===== src/rtl/ehwf_pkg.sv =====
package ehwf_pkg;

   // Frame and window geometry.
   localparam int IMAGE_WIDTH  = 512;
   localparam int IMAGE_HEIGHT = 512;
   localparam int KERNEL_SIZE  = 3;
   localparam int HALF_K       = KERNEL_SIZE / 2;

   // Pixel format and thresholds.
   localparam int PIX_W = 8;
   localparam logic [PIX_W-1:0] STRONG_MASK = 8'hC0;
   localparam logic [PIX_W-1:0] PIX_MAX     = 8'hFF;

   // Counter widths.
   localparam int COL_W        = $clog2(IMAGE_WIDTH);
   localparam int ROW_W        = $clog2(IMAGE_HEIGHT);
   localparam int PRIME_TARGET = IMAGE_WIDTH * HALF_K + HALF_K;
   localparam int PRIME_W      = $clog2(PRIME_TARGET + 1);

   // The line store keeps KERNEL_SIZE-1 rows side by side in one word per column.
   localparam int STORE_W = (KERNEL_SIZE - 1) * PIX_W;

   typedef logic [PIX_W-1:0] pixel_type;

   // One window column; element 0 is the oldest row, element KERNEL_SIZE-1 the newest.
   typedef logic [KERNEL_SIZE-1:0][PIX_W-1:0] column_type;

   // True when any pixel of the column has one of its top two bits set.
   function automatic logic column_strong(column_type col);
      logic hit;
      hit = 1'b0;
      for (int r = 0; r < KERNEL_SIZE; r++) begin
         hit = hit | ((col[r] & STRONG_MASK) != '0);
      end
      return hit;
   endfunction

endpackage


===== src/rtl/ehwf_cell.sv =====
module ehwf_cell (
   input  logic                 clock,
   input  logic                 reset,
   input  logic                 shift,
   input  ehwf_pkg::column_type column_from,
   output ehwf_pkg::column_type column_out,
   output logic                 has_strong
);

   ehwf_pkg::column_type column_ff;
   ehwf_pkg::column_type column_in;

   // Take the neighbouring column whenever an item moves the window.
   assign column_in = shift ? column_from : column_ff;

   always_ff @(posedge clock) begin
      if (reset) begin
         column_ff <= '0;
      end else begin
         column_ff <= column_in;
      end
   end

   assign column_out = column_ff;
   assign has_strong = ehwf_pkg::column_strong(column_ff);

endmodule


===== config.mk =====
export PLATFORM = sky130hd
export DESIGN_NAME = ehwf_cell
export DESIGN_NICKNAME = d
export VERILOG_FILES = /design/src/rtl/ehwf_pkg.sv /design/src/rtl/ehwf_cell.sv
export SDC_FILE = /design/constraint.sdc
export NUM_CORES = 1
export LEC_CHECK = 0
export ABC_AREA = 1
export BUFFER_PORTS_ARGS = -buffer_cell sky130_fd_sc_hd__clkbuf_2
export CAP_MARGIN = 15
export CORE_ASPECT_RATIO = 1.4
export CORE_UTILIZATION = 35
export CTS_CLUSTER_DIAMETER = 60
export DETAILED_ROUTE_END_ITERATION = 6
export PLACE_DENSITY = 0.67
export SLEW_MARGIN = 25
export SYNTH_ARGS = -nofsm -noshare
export SYNTH_HDL_FRONTEND = slang
export SYNTH_SLANG_ARGS = --single-unit

===== constraint.sdc =====
create_clock -name clock -period 1.91 [get_ports clock]
set_input_delay 0.382 -clock clock [delete_from_list [all_inputs] [get_ports clock]]
set_output_delay 0.382 -clock clock [all_outputs]
set_load 0.02 [all_outputs]

==> summary.md <==
| Metric | Value |
|---|---|
| Worst setup SP type | flip-flop |
| Total grt overflow | 0 |
| Initial Utilization | 37.5% |
| DIE AREA | 3080 sq um |
| Clock buffer depth | 2 |
| Clk Tree Root Cell | clkbuf_4 |
| Final hold violations | 0 |
| Power per Cell Area | 744 nW/um^2 |
| CP max FO | 3 |
| Synth Register Bits | 24 |
| Antenna-violating nets left | 0 |
| Lkg Pwr | 0.808 nW |
| Min-Delay Path Class | input pin to flip-flop |
| Initial antenna violation count | 0 |
| Int Power | 0.689 mW |
| Synth cell count leaders | 51 x nor2_1, 48 x nand2_1, 25 x inv_1 |
| Slew Viols, Final | 0 |
| DR WL/cell | 7.81 um |
| Asr flop ratio synth | 0% |
| Switching power total | 0.280 mW |
| CTS buffer count | 3 |
| GR Util All Layers | 13.9% |
| Fin Setup TNS | 0 ns |
| Worst-path clk slew | 0.12 ns |
| Drt drc | 0 |
| CTS H-tree lvls | 1 |
| Synth Area in Simple Gates | 37.6% |
| CORE AREA | 2670 sq um |
| Number of enable flip-flop cells after synthesis | 0 |
| First-pass GRT wire length | 3.17 mm |
| Drt total wl | 1.88 mm |
| Critical Path RT | 1.53 ns |
| Largest net degree at the start of global routing | 34 |
| Max Fclk | 714 MHz |
| TritonCTS clock tree | built |
| Avg Cell Area, Syn | 6.42 sq um |
| Max-cap viol count | 0 |
| Dominant cell type by area after synthesis | dfxtp_1 |
| Post-synthesis instance total | 156 |
| Setup WS post-layout | 0.509 ns |
| Cell variety after synth | 8 |
| Die Span Y | 65.3 um |
| Skew-Pair Late Insertion Delay | 0.30 ns |
| Synth top area share | 48.0% |
| Worst vdd ir | 0.321 mV |
| Most frequent cell after synthesis | nor2_1 |
| Worst clock skew | 0 ns |
| Worst setup EP type | primary output |
| Pre-CTS WS | 0.692 ns |
| Synth Area in Compound Gates | 0% |
| # hold bufs at CTS | 0 |
| Adder-Cell Fraction of Synth Area | 0% |
| Post-layout min period | 1.40 ns |
| Site row count | 22 |
| CTS resizes | 0 |
| Critical path class | flip-flop to primary output |
| Fin nets | 234 |
| Logic pwr share | 20.8% |
| Crit path arrival time | 1.02 ns |
| # placed instances | 238 |
| # IOs | 52 |
| Outcome | finished clean |
| # diodes | 0 |
| Die span in x | 47.2 um |
| RSZ-0062 raised after global routing | no |
| Via count | 974 |
| Power Total | 0.968 mW |
| Fillers | 311 |
| Vias in the first global route | 770 |
| Area growth, synth to finish | 30.0% |
| Area contributors post-synth | dfxtp_1 48%, nor2_1 19%, nand2_1 18% |
| Hpwl dp | 1.44 mm |
| Post-synthesis mux area share | 0% |
| Warnings, synthesis | 0 |
| Sequential fraction of the synthesis area | 48.0% |
| Clk network pwr share | 21.8% |
| Hold Slack | 0.334 ns |
| Final Setup Violations | 0 |
| Top_reg_cell synth | dfxtp_1 |
| Port buffer count | 51 |
| Post-synth design cell area | 1000 sq um |
| Routability cong. | 0.680 |
| Relative slew slack | 75.6% |
| Vias per std cell | 4.04 |
| Post CTS Setup Buffer Count | 0 |
| Share of cells above drive strength 1 | 27.3% |
| Syn Nets | 183 |
| Slew @ Worst Pin | 0.365 ns |
| Reg power frac | 57.3% |
| Sw Share | 28.9% |
| Post-synthesis xor/xnor area fraction | 0% |
| Main combinational cell family by area after synthesis | simple AND/OR/NAND/NOR gates |
| Period utilization | 73.4% |
| Sink Count | 24 |
| Max reg flops | 24 |
| Number of DRC markers in iteration 0 | 5 |
| Final Non-Filler Cells | 241 |
| Drt pass-1 iters | 4 |
[path summary, 6_finish.rpt]
kind                   start        endpoint  slack [ns]  cells after the start
max reg2reg   column_out[23]  column_out[23]        1.33                      2
min          column_from[15]  column_out[15]        0.33                      5
max           column_out[22]      has_strong        0.51                      3
min reg2reg   column_out[11]  column_out[11]        0.48                      2
[area by class of cell]
class | instances | area [sq um] | share of cell area (%)
multi-input cells | 100 | 377 | 28.9
clock buffers | 3 | 22.5 | 1.73
inverters | 25 | 93.8 | 7.21
well taps | 36 | 45.0 | 3.46
repair buffers | 53 | 283 | 21.7
flip-flops and latches | 24 | 480 | 36.9
[critical path, stage by stage (launching register included)]
cell      delay [ns]
dfxtp_1         0.34
nor2_1          0.14
nand3_1         0.09
clkbuf_2        0.15
[layout by cell type (no fill, tap or decap), drive strengths merged]
master,Yosys,layout
buf,7,2
nand2,48,48
nand3,1,1
dfxtp,24,24
inv,25,25
nor2,51,51
clkbuf,0,54
[routing by layer]
layer	track usage, %	vias up	share of wire [%]
li1	-	538	-
met1	16.2	403	46
met2	23.1	33	48
met3	3.85	0	6.9
met4	5.36	0	0
met5	0	-	0
[cell families after synthesis]
group,Yosys count
AND/OR/NAND/NOR,100
flip-flops,24
buffers and inverters,32
[power groups by stage]
stage | combinational, mW | clock (mW) | sequential, mW
floorplan | 0.0896 | 0 | 0.608
global placement | 0.203 | 0 | 0.567
detailed placement | 0.204 | 0 | 0.567
CTS | 0.205 | 0.224 | 0.556
global route | 0.228 | 0.257 | 0.561
finish | 0.202 | 0.212 | 0.555
[per-stage QoR]
stage	instance area [sq um]	util [%]
detailed placement	1280	47.9
CTS	1300	48.7
finish	1300	48.7
global route	1300	48.7
floorplan	1000	-
global placement	1280	47.9
No activity file was read; power rests on OpenSTA's default activity.
